## src/hdl/crossfade_group_selector_assert.svh

```systemverilog
// Assertion helpers for the crossfade group selector.
// Each macro expects i_clk and i_rst_n in the enclosing scope.
`ifndef CROSSFADE_GROUP_SELECTOR_ASSERT_SVH
`define CROSSFADE_GROUP_SELECTOR_ASSERT_SVH

// Condition holds at every clock edge out of reset.
`define CGS_ASSERT_HOLDS(label, cond, msg) \
    label: assert property (@(posedge i_clk) disable iff (!i_rst_n) (cond)) \
        else $error(msg);

// Antecedent at one edge implies consequent at the next edge.
`define CGS_ASSERT_NEXT(label, ante, cons, msg) \
    label: assert property (@(posedge i_clk) disable iff (!i_rst_n) (ante) |=> (cons)) \
        else $error(msg);

`endif

```

## src/hdl/cgs_pkg.sv

```systemverilog
package cgs_pkg;

    localparam int MAX_CHANNELS   = 64;
    localparam int MAX_GROUP_SIZE = 8;
    localparam int SINE_ENTRIES   = 256;

    localparam int CH_W       = $clog2(MAX_CHANNELS);
    localparam int GS_IDX_W   = $clog2(MAX_GROUP_SIZE);
    localparam int SINE_IDX_W = $clog2(SINE_ENTRIES);
    localparam int DIV_NUM_W  = (CH_W > SINE_IDX_W) ? CH_W : SINE_IDX_W;
    localparam int CNT_W      = 16;
    localparam int GAIN_W     = 16;
    localparam int ACC_W      = 24;
    localparam int MIX_W      = 18;
    localparam int STEP_W     = 4;

    localparam logic [GAIN_W-1:0] GAIN_ONE    = 16'h8000;
    localparam logic [63:0]       HALF_PI_Q30 = 64'd1686629713;

    localparam logic KIND_SELECT = 1'b0;
    localparam logic KIND_SAMPLE = 1'b1;

    typedef enum logic [1:0] {
        CFG_GROUP_SIZE,
        CFG_CHANNEL_COUNT,
        CFG_FADE_SAMPLES
    } t_cfg_idx;

    typedef enum logic [2:0] {
        ST_IDLE,
        ST_MOD,
        ST_CNT,
        ST_DIV,
        ST_MUL,
        ST_ACC,
        ST_EMIT
    } t_state;

    typedef struct packed {
        logic                 start;
        logic [CNT_W-1:0]     rem_init;
        logic [DIV_NUM_W-1:0] num;
        logic [STEP_W-1:0]    steps;
        logic [CNT_W-1:0]     divisor;
    } t_div_req;

    typedef struct packed {
        logic                 busy;
        logic                 done;
        logic [DIV_NUM_W-1:0] quot;
        logic [CNT_W-1:0]     rem;
    } t_div_res;

    typedef struct packed {
        logic             rd_en;
        logic             wr_en;
        logic [CH_W-1:0]  addr;
        logic [CNT_W-1:0] wdata;
    } t_fade_req;

    typedef struct packed {
        logic                mul_en;
        logic                acc_en;
        logic                clr;
        logic [GS_IDX_W-1:0] idx;
        logic [15:0]         sample;
        logic [GAIN_W-1:0]   gain;
    } t_mix_req;

    typedef logic [GAIN_W-1:0] t_sine_tab [SINE_ENTRIES];

    // Taylor divisors (2i)(2i+1) for i = 1..7
    localparam logic [63:0] TAYLOR_DIV [7] = '{
        64'd6, 64'd20, 64'd42, 64'd72, 64'd110, 64'd156, 64'd210
    };

    // Quarter sine in Q30, rounded to Q15; evaluated at elaboration only
    function automatic t_sine_tab build_sine();
        t_sine_tab   tab;
        logic [63:0] x;
        logic [63:0] sum;
        logic [63:0] term;
        logic [63:0] r;
        for (int k = 0; k < SINE_ENTRIES; k++) begin
            x    = (64'(k) * HALF_PI_Q30) / SINE_ENTRIES;
            sum  = x;
            term = x;
            for (int i = 0; i < 7; i++) begin
                term = (term * x) >> 30;
                term = (term * x) >> 30;
                term = term / TAYLOR_DIV[i];
                if ((i % 2) == 0) begin
                    sum = (sum >= term) ? sum - term : 64'd0;
                end else begin
                    sum = sum + term;
                end
            end
            r = (sum + 64'd16384) >> 15;
            if (r > 64'(GAIN_ONE)) begin
                r = 64'(GAIN_ONE);
            end
            tab[k] = r[GAIN_W-1:0];
        end
        return tab;
    endfunction

    localparam t_sine_tab SINE_TAB = build_sine();

endpackage

```

## src/hdl/cgs_in_if.sv

```systemverilog
interface cgs_in_if;
    import cgs_pkg::*;

    logic        valid;
    logic        ready;
    logic        kind;
    logic [6:0]  select_group;
    logic [5:0]  channel;
    logic signed [15:0] sample;
    logic        frame_end;

    modport source (output valid, kind, select_group, channel, sample, frame_end,
                    input ready);
    modport sink   (input valid, kind, select_group, channel, sample, frame_end,
                    output ready);
endinterface

```

## src/hdl/cgs_out_if.sv

```systemverilog
interface cgs_out_if;
    import cgs_pkg::*;

    logic        valid;
    logic        ready;
    logic [2:0]  out_channel;
    logic signed [17:0] mixed;
    logic        last;

    modport source (output valid, out_channel, mixed, last, input ready);
    modport sink   (input valid, out_channel, mixed, last, output ready);
endinterface

```

## src/hdl/cgs_div.sv

```systemverilog
module cgs_div
    import cgs_pkg::*;
(
    input  logic     i_clk,
    input  logic     i_rst_n,
    input  t_div_req i_req,
    output t_div_res o_res
);

    logic                 r_busy;
    logic                 r_done;
    logic [STEP_W-1:0]    r_cnt;
    logic [CNT_W-1:0]     r_rem;
    logic [CNT_W-1:0]     r_div;
    logic [DIV_NUM_W-1:0] r_num;
    logic [DIV_NUM_W-1:0] r_quot;

    logic [CNT_W:0]       trial;
    logic                 fits;
    logic [CNT_W:0]       diff;

    // One quotient bit per cycle, restoring
    assign trial = {r_rem, r_num[DIV_NUM_W-1]};
    assign fits  = (trial >= {1'b0, r_div});
    assign diff  = trial - {1'b0, r_div};

    always_ff @(posedge i_clk) begin
        if (!i_rst_n) begin
            r_busy <= 1'b0;
            r_done <= 1'b0;
            r_cnt  <= '0;
        end else begin
            r_done <= 1'b0;
            if (i_req.start) begin
                r_busy <= 1'b1;
                r_cnt  <= i_req.steps;
            end else if (r_busy) begin
                r_cnt <= r_cnt - STEP_W'(1);
                if (r_cnt == STEP_W'(1)) begin
                    r_busy <= 1'b0;
                    r_done <= 1'b1;
                end
            end
        end
    end

    always_ff @(posedge i_clk) begin
        if (i_req.start) begin
            r_rem  <= i_req.rem_init;
            r_div  <= i_req.divisor;
            r_num  <= i_req.num;
            r_quot <= '0;
        end else if (r_busy) begin
            r_rem  <= fits ? diff[CNT_W-1:0] : trial[CNT_W-1:0];
            r_num  <= r_num << 1;
            r_quot <= {r_quot[DIV_NUM_W-2:0], fits};
        end
    end

    assign o_res.busy = r_busy;
    assign o_res.done = r_done;
    assign o_res.quot = r_quot;
    assign o_res.rem  = r_rem;

endmodule

```

## src/hdl/cgs_fade_mem.sv

```systemverilog
module cgs_fade_mem
    import cgs_pkg::*;
(
    input  logic             i_clk,
    input  logic             i_rst_n,
    input  t_fade_req        i_req,
    output logic [CNT_W-1:0] o_cnt
);

    logic [CNT_W-1:0]        r_mem [MAX_CHANNELS];
    logic [MAX_CHANNELS-1:0] r_vld;
    logic [CNT_W-1:0]        r_rd_data;
    logic                    r_rd_vld;

    always_ff @(posedge i_clk) begin
        if (i_req.wr_en) begin
            r_mem[i_req.addr] <= i_req.wdata;
        end
        if (i_req.rd_en) begin
            r_rd_data <= r_mem[i_req.addr];
        end
    end

    // Entries never written read as zero
    always_ff @(posedge i_clk) begin
        if (!i_rst_n) begin
            r_vld    <= '0;
            r_rd_vld <= 1'b0;
        end else begin
            if (i_req.wr_en) begin
                r_vld[i_req.addr] <= 1'b1;
            end
            if (i_req.rd_en) begin
                r_rd_vld <= r_vld[i_req.addr];
            end
        end
    end

    assign o_cnt = r_rd_vld ? r_rd_data : '0;

endmodule

```

## src/hdl/cgs_mix.sv

```systemverilog
module cgs_mix
    import cgs_pkg::*;
(
    input  logic                    i_clk,
    input  logic                    i_rst_n,
    input  t_mix_req                i_req,
    output logic signed [MIX_W-1:0] o_mixed
);

    logic signed [ACC_W-1:0] r_acc [MAX_GROUP_SIZE];
    logic signed [32:0]      r_prod;

    logic signed [15:0]      smp;
    logic signed [16:0]      gain_s;
    logic signed [33:0]      rounded;
    logic signed [33:0]      shifted;
    logic [16:0]             contrib;
    logic signed [ACC_W:0]   sum;
    logic signed [ACC_W-1:0] acc_rd;

    function automatic logic signed [ACC_W-1:0] sat_acc(input logic signed [ACC_W:0] v);
        if (v > 25'sd8388607) begin
            return 24'sh7FFFFF;
        end else if (v < -25'sd8388608) begin
            return 24'sh800000;
        end
        return v[ACC_W-1:0];
    endfunction

    function automatic logic signed [MIX_W-1:0] sat_mix(input logic signed [ACC_W-1:0] v);
        if (v > 24'sd131071) begin
            return 18'sh1FFFF;
        end else if (v < -24'sd131072) begin
            return 18'sh20000;
        end
        return v[MIX_W-1:0];
    endfunction

    assign smp     = i_req.sample;
    assign gain_s  = {1'b0, i_req.gain};
    assign acc_rd  = r_acc[i_req.idx];

    // Round half up, then floor by 2^15
    assign rounded = {r_prod[32], r_prod} + 34'sd16384;
    assign shifted = rounded >>> 15;
    assign contrib = shifted[16:0];
    assign sum     = {acc_rd[ACC_W-1], acc_rd} + {{(ACC_W-16){contrib[16]}}, contrib};

    always_ff @(posedge i_clk) begin
        if (i_req.mul_en) begin
            r_prod <= smp * gain_s;
        end
    end

    always_ff @(posedge i_clk) begin
        if (!i_rst_n || i_req.clr) begin
            for (int i = 0; i < MAX_GROUP_SIZE; i++) begin
                r_acc[i] <= '0;
            end
        end else if (i_req.acc_en) begin
            r_acc[i_req.idx] <= sat_acc(sum);
        end
    end

    assign o_mixed = sat_mix(acc_rd);

endmodule

```

## src/hdl/crossfade_group_selector.sv

```systemverilog
// Crossfading group selector.
// Input channel i_in carries select requests (kind 0) and channel sample
// requests (kind 1). Output channel o_out carries one mixed result per output
// channel after the sample marked frame_end; the last one has last set.
// Configuration is written through i_cfg_wr_en / i_cfg_idx / i_cfg_data; the
// user must do so only while the block is idle, as the block does not enforce it.
// Sequence: a select request is taken in the idle state. A sample is accepted,
// then its channel is divided by the group size on the shared restoring divider,
// one bit per cycle, to find its group and lane, then it is multiplied and
// accumulated. A group head also reads and writes back its fade count and, while
// fading, divides that count by the fade length on the same divider to find the
// gain index. A channel past the last skips the multiply and accumulate.
// At frame end one result leaves per cycle through an output register while the
// receiver keeps up; a new request is accepted while the final result still
// waits. A stalled receiver holds the emit sequence.
// Reset clears all fade counts, accumulators, the selection and the gain,
// and sets every configuration register to 1.
`include "crossfade_group_selector_assert.svh"

module crossfade_group_selector
    import cgs_pkg::*;
(
    input  logic        i_clk,
    input  logic        i_rst_n,
    cgs_in_if.sink      i_in,
    cgs_out_if.source   o_out,
    input  logic        i_cfg_wr_en,
    input  logic [1:0]  i_cfg_idx,
    input  logic [15:0] i_cfg_data
);

    t_state r_state, n_state;

    logic [3:0]          r_gs;
    logic [6:0]          r_ch_cnt;
    logic [CNT_W-1:0]    r_fade;

    logic [6:0]          r_sel, n_sel;
    logic [GAIN_W-1:0]   r_gain, n_gain;
    logic [CH_W-1:0]     r_ch, n_ch;
    logic [15:0]         r_sample, n_sample;
    logic                r_fend, n_fend;
    logic [GS_IDX_W-1:0] r_rmd, n_rmd;
    logic [CH_W-1:0]     r_grp, n_grp;
    logic [GS_IDX_W-1:0] r_k, n_k;

    logic                r_out_valid, n_out_valid;
    logic [2:0]          r_out_ch, n_out_ch;
    logic [MIX_W-1:0]    r_out_mixed, n_out_mixed;
    logic                r_out_last, n_out_last;

    logic [3:0]          gs_eff;
    logic [CNT_W-1:0]    fade_eff;
    logic [CNT_W-1:0]    cnt_rd;
    logic [CNT_W-1:0]    cnt_new;
    logic                active;
    logic                emit_load;
    logic                emit_last;
    logic signed [MIX_W-1:0] mix_rd;

    t_div_req  div_req;
    t_div_res  div_res;
    t_fade_req fade_req;
    t_mix_req  mix_req;

    cgs_div u_div (
        .i_clk   (i_clk),
        .i_rst_n (i_rst_n),
        .i_req   (div_req),
        .o_res   (div_res)
    );

    cgs_fade_mem u_fade_mem (
        .i_clk   (i_clk),
        .i_rst_n (i_rst_n),
        .i_req   (fade_req),
        .o_cnt   (cnt_rd)
    );

    cgs_mix u_mix (
        .i_clk   (i_clk),
        .i_rst_n (i_rst_n),
        .i_req   (mix_req),
        .o_mixed (mix_rd)
    );

    assign gs_eff   = (r_gs == 4'd0) ? 4'd1 :
                      (r_gs > 4'(MAX_GROUP_SIZE)) ? 4'(MAX_GROUP_SIZE) : r_gs;
    assign fade_eff = (r_fade == '0) ? CNT_W'(1) : r_fade;

    assign active   = (r_sel != 7'd0) && ((r_sel - 7'd1) == {1'b0, r_grp});

    always_comb begin
        cnt_new = cnt_rd;
        if (active && (cnt_rd < fade_eff)) begin
            cnt_new = cnt_rd + CNT_W'(1);
        end else if (!active && (cnt_rd != '0)) begin
            cnt_new = cnt_rd - CNT_W'(1);
        end
    end

    assign i_in.ready  = (r_state == ST_IDLE);
    assign emit_load   = (r_state == ST_EMIT) && (!r_out_valid || o_out.ready);
    assign emit_last   = ({1'b0, r_k} == (gs_eff - 4'd1));

    always_comb begin
        n_state     = r_state;
        n_sel       = r_sel;
        n_gain      = r_gain;
        n_ch        = r_ch;
        n_sample    = r_sample;
        n_fend      = r_fend;
        n_rmd       = r_rmd;
        n_grp       = r_grp;
        n_k         = r_k;
        n_out_valid = r_out_valid && !o_out.ready;
        n_out_ch    = r_out_ch;
        n_out_mixed = r_out_mixed;
        n_out_last  = r_out_last;

        div_req          = '0;
        fade_req         = '0;
        fade_req.addr    = r_ch;
        fade_req.wdata   = cnt_new;
        mix_req          = '0;
        mix_req.idx      = (r_state == ST_EMIT) ? r_k : r_rmd;
        mix_req.sample   = r_sample;
        mix_req.gain     = r_gain;

        case (r_state)
            ST_IDLE: begin
                if (i_in.valid) begin
                    if (i_in.kind == KIND_SELECT) begin
                        n_sel = i_in.select_group;
                    end else begin
                        n_ch             = i_in.channel;
                        n_sample         = i_in.sample;
                        n_fend           = i_in.frame_end;
                        // channel / group size: quotient is the group, remainder the lane
                        div_req.start    = 1'b1;
                        div_req.rem_init = '0;
                        div_req.num      = DIV_NUM_W'(i_in.channel) << (DIV_NUM_W - CH_W);
                        div_req.steps    = STEP_W'(CH_W);
                        div_req.divisor  = CNT_W'(gs_eff);
                        n_state          = ST_MOD;
                    end
                end
            end
            ST_MOD: begin
                if (div_res.done) begin
                    n_rmd = div_res.rem[GS_IDX_W-1:0];
                    n_grp = div_res.quot[CH_W-1:0];
                    n_k   = '0;
                    if ({1'b0, r_ch} < r_ch_cnt) begin
                        if (div_res.rem == '0) begin
                            fade_req.rd_en = 1'b1;
                            n_state        = ST_CNT;
                        end else begin
                            n_state = ST_MUL;
                        end
                    end else begin
                        n_state = r_fend ? ST_EMIT : ST_IDLE;
                    end
                end
            end
            ST_CNT: begin
                fade_req.wr_en = 1'b1;
                if (cnt_new == '0) begin
                    n_gain  = '0;
                    n_state = ST_MUL;
                end else if (cnt_new < fade_eff) begin
                    div_req.start    = 1'b1;
                    div_req.rem_init = cnt_new;
                    div_req.num      = '0;
                    div_req.steps    = STEP_W'(SINE_IDX_W);
                    div_req.divisor  = fade_eff;
                    n_state          = ST_DIV;
                end else begin
                    n_gain  = GAIN_ONE;
                    n_state = ST_MUL;
                end
            end
            ST_DIV: begin
                if (div_res.done) begin
                    n_gain  = SINE_TAB[div_res.quot[SINE_IDX_W-1:0]];
                    n_state = ST_MUL;
                end
            end
            ST_MUL: begin
                mix_req.mul_en = 1'b1;
                n_state        = ST_ACC;
            end
            ST_ACC: begin
                mix_req.acc_en = 1'b1;
                n_k            = '0;
                n_state        = r_fend ? ST_EMIT : ST_IDLE;
            end
            ST_EMIT: begin
                if (emit_load) begin
                    n_out_valid = 1'b1;
                    n_out_ch    = 3'(r_k);
                    n_out_mixed = mix_rd;
                    n_out_last  = emit_last;
                    if (emit_last) begin
                        mix_req.clr = 1'b1;
                        n_gain      = '0;
                        n_state     = ST_IDLE;
                    end else begin
                        n_k = r_k + GS_IDX_W'(1);
                    end
                end
            end
            default: begin
                n_state = ST_IDLE;
            end
        endcase
    end

    always_ff @(posedge i_clk) begin
        if (!i_rst_n) begin
            r_state <= ST_IDLE;
        end else begin
            r_state <= n_state;
        end
    end

    always_ff @(posedge i_clk) begin
        if (!i_rst_n) begin
            r_sel       <= '0;
            r_gain      <= '0;
            r_out_valid <= 1'b0;
            r_k         <= '0;
        end else begin
            r_sel       <= n_sel;
            r_gain      <= n_gain;
            r_out_valid <= n_out_valid;
            r_k         <= n_k;
        end
    end

    always_ff @(posedge i_clk) begin
        r_ch        <= n_ch;
        r_sample    <= n_sample;
        r_fend      <= n_fend;
        r_rmd       <= n_rmd;
        r_grp       <= n_grp;
        r_out_ch    <= n_out_ch;
        r_out_mixed <= n_out_mixed;
        r_out_last  <= n_out_last;
    end

    always_ff @(posedge i_clk) begin
        if (!i_rst_n) begin
            r_gs     <= 4'd1;
            r_ch_cnt <= 7'd1;
            r_fade   <= CNT_W'(1);
        end else if (i_cfg_wr_en) begin
            case (i_cfg_idx)
                CFG_GROUP_SIZE:    r_gs     <= i_cfg_data[3:0];
                CFG_CHANNEL_COUNT: r_ch_cnt <= i_cfg_data[6:0];
                CFG_FADE_SAMPLES:  r_fade   <= i_cfg_data[CNT_W-1:0];
                default: begin
                end
            endcase
        end
    end

    assign o_out.valid       = r_out_valid;
    assign o_out.out_channel = r_out_ch;
    assign o_out.mixed       = r_out_mixed;
    assign o_out.last        = r_out_last;

    `CGS_ASSERT_HOLDS(a_emit_idx, (r_state != ST_EMIT) || (4'(r_k) < gs_eff), "emit index too high")
    `CGS_ASSERT_HOLDS(a_gain_range, r_gain <= GAIN_ONE, "gain above unity")
    `CGS_ASSERT_HOLDS(a_div_free, !(div_req.start && div_res.busy), "divider started while busy")
    `CGS_ASSERT_NEXT(a_emit_done, emit_load && emit_last, r_state == ST_IDLE && r_gain == '0, "not idle")

endmodule
```

## src/flat_wrapper.sv

```systemverilog
// flat-port wrapper written by rule: the top's interface ports become plain ports
module crossfade_group_selector_flat import cgs_pkg::*;
  (i_clk, i_rst_n, i_cfg_wr_en, i_cfg_idx, i_cfg_data, i_in_valid, i_in_kind, i_in_select_group, i_in_channel, i_in_sample, i_in_frame_end, i_in_ready, o_out_valid, o_out_out_channel, o_out_mixed, o_out_last, o_out_ready);
  cgs_in_if i_in_i ();
  cgs_out_if o_out_i ();
  input  logic i_clk;
  input  logic i_rst_n;
  input  logic i_cfg_wr_en;
  input  logic [1:0] i_cfg_idx;
  input  logic [15:0] i_cfg_data;
  input wire logic [$bits(i_in_i.valid)-1:0] i_in_valid;
  input wire logic [$bits(i_in_i.kind)-1:0] i_in_kind;
  input wire logic [$bits(i_in_i.select_group)-1:0] i_in_select_group;
  input wire logic [$bits(i_in_i.channel)-1:0] i_in_channel;
  input wire logic [$bits(i_in_i.sample)-1:0] i_in_sample;
  input wire logic [$bits(i_in_i.frame_end)-1:0] i_in_frame_end;
  output wire logic [$bits(i_in_i.ready)-1:0] i_in_ready;
  output wire logic [$bits(o_out_i.valid)-1:0] o_out_valid;
  output wire logic [$bits(o_out_i.out_channel)-1:0] o_out_out_channel;
  output wire logic [$bits(o_out_i.mixed)-1:0] o_out_mixed;
  output wire logic [$bits(o_out_i.last)-1:0] o_out_last;
  input wire logic [$bits(o_out_i.ready)-1:0] o_out_ready;
  assign i_in_i.valid = i_in_valid;
  assign i_in_i.kind = i_in_kind;
  assign i_in_i.select_group = i_in_select_group;
  assign i_in_i.channel = i_in_channel;
  assign i_in_i.sample = i_in_sample;
  assign i_in_i.frame_end = i_in_frame_end;
  assign i_in_ready = i_in_i.ready;
  assign o_out_valid = o_out_i.valid;
  assign o_out_out_channel = o_out_i.out_channel;
  assign o_out_mixed = o_out_i.mixed;
  assign o_out_last = o_out_i.last;
  assign o_out_i.ready = o_out_ready;
  crossfade_group_selector u_core (.i_clk(i_clk), .i_rst_n(i_rst_n), .i_in(i_in_i), .o_out(o_out_i), .i_cfg_wr_en(i_cfg_wr_en), .i_cfg_idx(i_cfg_idx), .i_cfg_data(i_cfg_data));
endmodule
```

## config.mk

```make
export PLATFORM = sky130hd
export DESIGN_NAME = crossfade_group_selector_flat
export DESIGN_NICKNAME = d
export VERILOG_FILES = /design/src/hdl/cgs_pkg.sv /design/src/hdl/cgs_in_if.sv /design/src/hdl/cgs_out_if.sv /design/src/hdl/cgs_div.sv /design/src/hdl/cgs_fade_mem.sv /design/src/hdl/cgs_mix.sv /design/src/hdl/crossfade_group_selector.sv /design/src/flat_wrapper.sv
export VERILOG_INCLUDE_DIRS = /design/src /design/src/hdl
export SDC_FILE = /design/constraint.sdc
export NUM_CORES = 2
export LEC_CHECK = 0
export ABC_CLOCK_PERIOD_IN_PS = 10000
export BUFFER_PORTS_ARGS = -buffer_cell sky130_fd_sc_hd__buf_4
export CAP_MARGIN = 20
export CORE_MARGIN = 4
export CORE_UTILIZATION = 54
export CTS_CLUSTER_DIAMETER = 30
export DETAILED_ROUTE_END_ITERATION = 12
export HOLD_SLACK_MARGIN = 0.05
export PLACE_DENSITY = 0.81
export SLEW_MARGIN = 15
export SYNTH_ARGS = -nofsm -noshare
export SYNTH_HDL_FRONTEND = slang
export SYNTH_SLANG_ARGS = --single-unit
```

## constraint.sdc

```tcl
create_clock -name i_clk -period 10 [get_ports i_clk]
set_input_delay 1 -clock i_clk [delete_from_list [all_inputs] [get_ports i_clk]]
set_output_delay 1 -clock i_clk [all_outputs]
set_load 0.01 [all_outputs]
```

==> impl_metrics.tcl <==
set metrics [dict create \
    num-fill-cells 8892 \
    cts_resized 0 \
    leakage_nw 29.7 \
    finClkSkew_ns 0.122 \
    setup_ws_ns 2.01 \
    ir_drop_mv 0.257 \
    drt_iter0_markers 8569 \
    ios 78 \
    cp_max_fo 20 \
    p_per_area_nw_per_um2 237 \
    status "complete, no violations" \
    fp.coreArea_um2 130000 \
    clkTransAtPathRegs_ns 0.07 \
    r2r_setup_slack_ns 2.01 \
    cts.sinks 1478 \
    period_share_pct 79.9 \
    syn_nets 6189 \
    setup_viol 0 \
    p_sw_share_pct 31.9 \
    tightest_slew_ns 1.37 \
    grt_max_degree 123 \
    clock_latency_ns 0.87 \
    detail-route-antenna-nets 0 \
    io_buffers 77 \
    rsz0062_at_grt "no" \
    layout_commonest_cell "edfxtp_1" \
    seqPwrFrac_pct 36.9 \
    root_buffer "clkbuf_16" \
    gr-usage-all-layers_pct 31.1 \
    timing.final.max_slew_violations 0 \
    cap_violations 0 \
    pwr-share-clk_pct 43.3 \
    syn_avg_cell_area_um2 12.4 \
    setup_tns_ns 0 \
    first_pass_iters 7 \
    syn-cell-area_um2 70900 \
    die_width_um 370 \
    endpoint_kind "register" \
    synth_cell_types 95 \
    ys_seq_elements 1478 \
    routed_via_density 6.76 \
    start_kind "register" \
    numCtsBuffers 238 \
    gr-total-overflow 0 \
    die_h_um 370 \
    wl_um 218000 \
    place_congestion 0.994 \
    p_switching_mw 6.22 \
    post-dp-hpwl_um 126000 \
    cts_buffer_depth 3 \
    post_cts_buffers 0 \
    relSlewSlack_pct 7.53 \
    drc 0 \
    period_needed_ns 7.99 \
    hold_slack_ns 0.322 \
    yosys_most_used_dff "edfxtp_1" \
    grt_first_pass_wirelength_um 322000 \
    power_mw 19.5 \
    min_path_type "in2reg" \
    fmax_ghz 0.125 \
    die-area_um2 137000 \
    nNetsFinal 6310 \
    synth_edf_count 1342 \
    grt_pass1_vias 51800 \
    cts_tree "done" \
    netlist_instances 5724 \
    cell_internal_pwr_mw 13.3 \
    num_vias 52700 \
    mostFrequentLayoutCells "edfxtp_1 (1342), nor2_1 (600), nand2_1 (452)" \
    p_comb_share_pct 19.7 \
    antenna_found_initial 4 \
    core.rowCount 132 \
    yosysWarningCount 0 \
    place_ws_ns 2.12 \
    ctsHtreeMaxLevel 4 \
    start_util_pct 54.6 \
    hold_viol 0 \
    ys_seq_area_share_pct 60.7 \
    critPathArrivalTime_ns 8.59 \
    route.detailed.wl_per_inst_um 27.9 \
    cts_hold_buf 0 \
    area_delta_synth_final_pct 15.9 \
    drive_gt1_share_pct 12.0 \
    required_ns 10.59 \
    crit_type "reg2reg" \
    async_reset_ff_share_pct 0 \
    post-route-util_pct 63.3 \
]
-- cell families (layout without fill, tap and decap cells) --
group / after synthesis / in the layout / share of synthesized area (%)
and+or+nand+nor: 1568 / 1568 / 10.1
DFF: 1478 / 1478 / 60.7
AOI/OAI and AO/OA: 1428 / 1428 / 14.2
buffers and inverters: 688 / 1021 / 3.70
adders and majority gates: 413 / 413 / 9.34
xor gates and xnor gates: 81 / 81 / 1.00
muxes: 68 / 68 / 1.02
other: 0 / 2 / 0
-- layer usage --
metal,vias to the layer above,wire (um),global-route usage [%]
met5,-,54,0
met4,8,13100,16.4
met3,878,28100,7.82
met2,4489,101000,49.2
met1,25600,75400,39.6
li1,21800,-,-
-- stage by stage --
stage	area, um^2	instances
after CTS	82200	7797
after detailed placement	73800	7345
after floorplan	70900	5724
after global placement	73600	7339
final	82200	7801
after global routing	82200	7799
-- layout make-up --
cell class | count | area [um^2] | share of cell area, %
diodes | 2 | 5.00 | 0.00609
clock buffers | 257 | 6070 | 7.38
clock inverters | 195 | 2370 | 2.88
inverters | 343 | 1290 | 1.57
multi-input cells | 3558 | 25400 | 30.9
flip-flops and latches | 1478 | 43000 | 52.3
well taps | 1742 | 2180 | 2.65
repair buffers | 226 | 1870 | 2.28
-- worst paths after layout --
kind                      from  cells past startpoint                        end
min reg2reg   u_core.r_fade[0]                      2           u_core.r_fade[0]
max          u_core.r_state[0]                     17  u_core.u_mix.r_acc[4][12]
max reg2reg  u_core.r_state[0]                     17  u_core.u_mix.r_acc[4][12]
min             i_in_frame_end                      1              u_core.r_fend
-- critical path, cell delays in order (launching register included) --
cell	delay, ns
dfxtp_1	0.61
nand3b_1	0.48
mux2i_2	0.84
or2_2	0.55
o22ai_1	0.15
or4_1	0.70
fa_1	0.48
nor2b_1	0.12
o21ai_0	0.11
a21boi_0	0.25
o21ai_0	0.15
a21o_1	0.22
a211o_1	0.29
a31oi_1	0.47
a2111oi_0	0.30
mux2i_2	0.78
nand3_1	0.94
nor2_1	0.35
-- flip-flops by register name (all words and copies together) (netlist names), 7 cells and up --
signal	flops
u_core.u_div.r_quot	8
u_core.r_fade	16
u_core.u_div.r_rem	16
u_core.r_sample	16
u_core.u_fade_mem.r_vld	64
u_core.u_fade_mem.r_rd_data	16
u_core.u_mix.r_prod	18
u_core.r_ch_cnt	7
u_core.u_fade_mem.r_mem	1024
u_core.r_sel	7
u_core.u_mix.r_acc	192
u_core.r_gain	16
u_core.u_div.r_div	16
u_core.o_out.mixed	18
-- Yosys cell counts (9+ instances only) --
library cell	n	area [um^2]
or3_1	21	131
clkbuf_1	276	1040
o211ai_1	45	338
edfxtp_1	1342	40300
a31oi_1	156	976
nor3b_1	10	75.1
and3_1	23	144
a22oi_1	307	2300
a221oi_1	132	1160
nand2b_1	45	282
nand4_1	32	200
xnor2_1	57	499
dfxtp_1	136	2720
and2_1	116	726
o21a_1	13	97.6
o22ai_1	86	538
o311ai_0	9	78.8
a311oi_1	13	114
or2_2	9	56.3
nor2_1	603	2260
nor2b_1	23	144
a211oi_1	26	195
ha_1	216	2700
o31ai_1	22	165
inv_1	338	1270
nor4_1	51	319
fa_1	195	3900
o21ai_0	177	886
mux2i_1	62	621
nor3_1	49	245
nand3_1	83	415
buf_1	57	214
xor2_1	24	210
nand2_1	452	1700
a21o_1	41	308
nand3b_1	9	67.6
a21oi_1	170	851
a22o_1	129	1130
-- power by group through the flow --
stage / clock network [mW] / logic [mW] / registers (mW)
4_1_cts: 8.46 / 3.69 / 7.19
5_1_grt: 8.79 / 4.08 / 7.22
6_report: 8.45 / 3.85 / 7.21
3_3_place_gp: 0 / 3.60 / 7.31
3_5_place_dp: 0 / 3.64 / 7.31
2_1_floorplan: 0 / 2.53 / 7.15
Power figures use the tool's default switching activity.
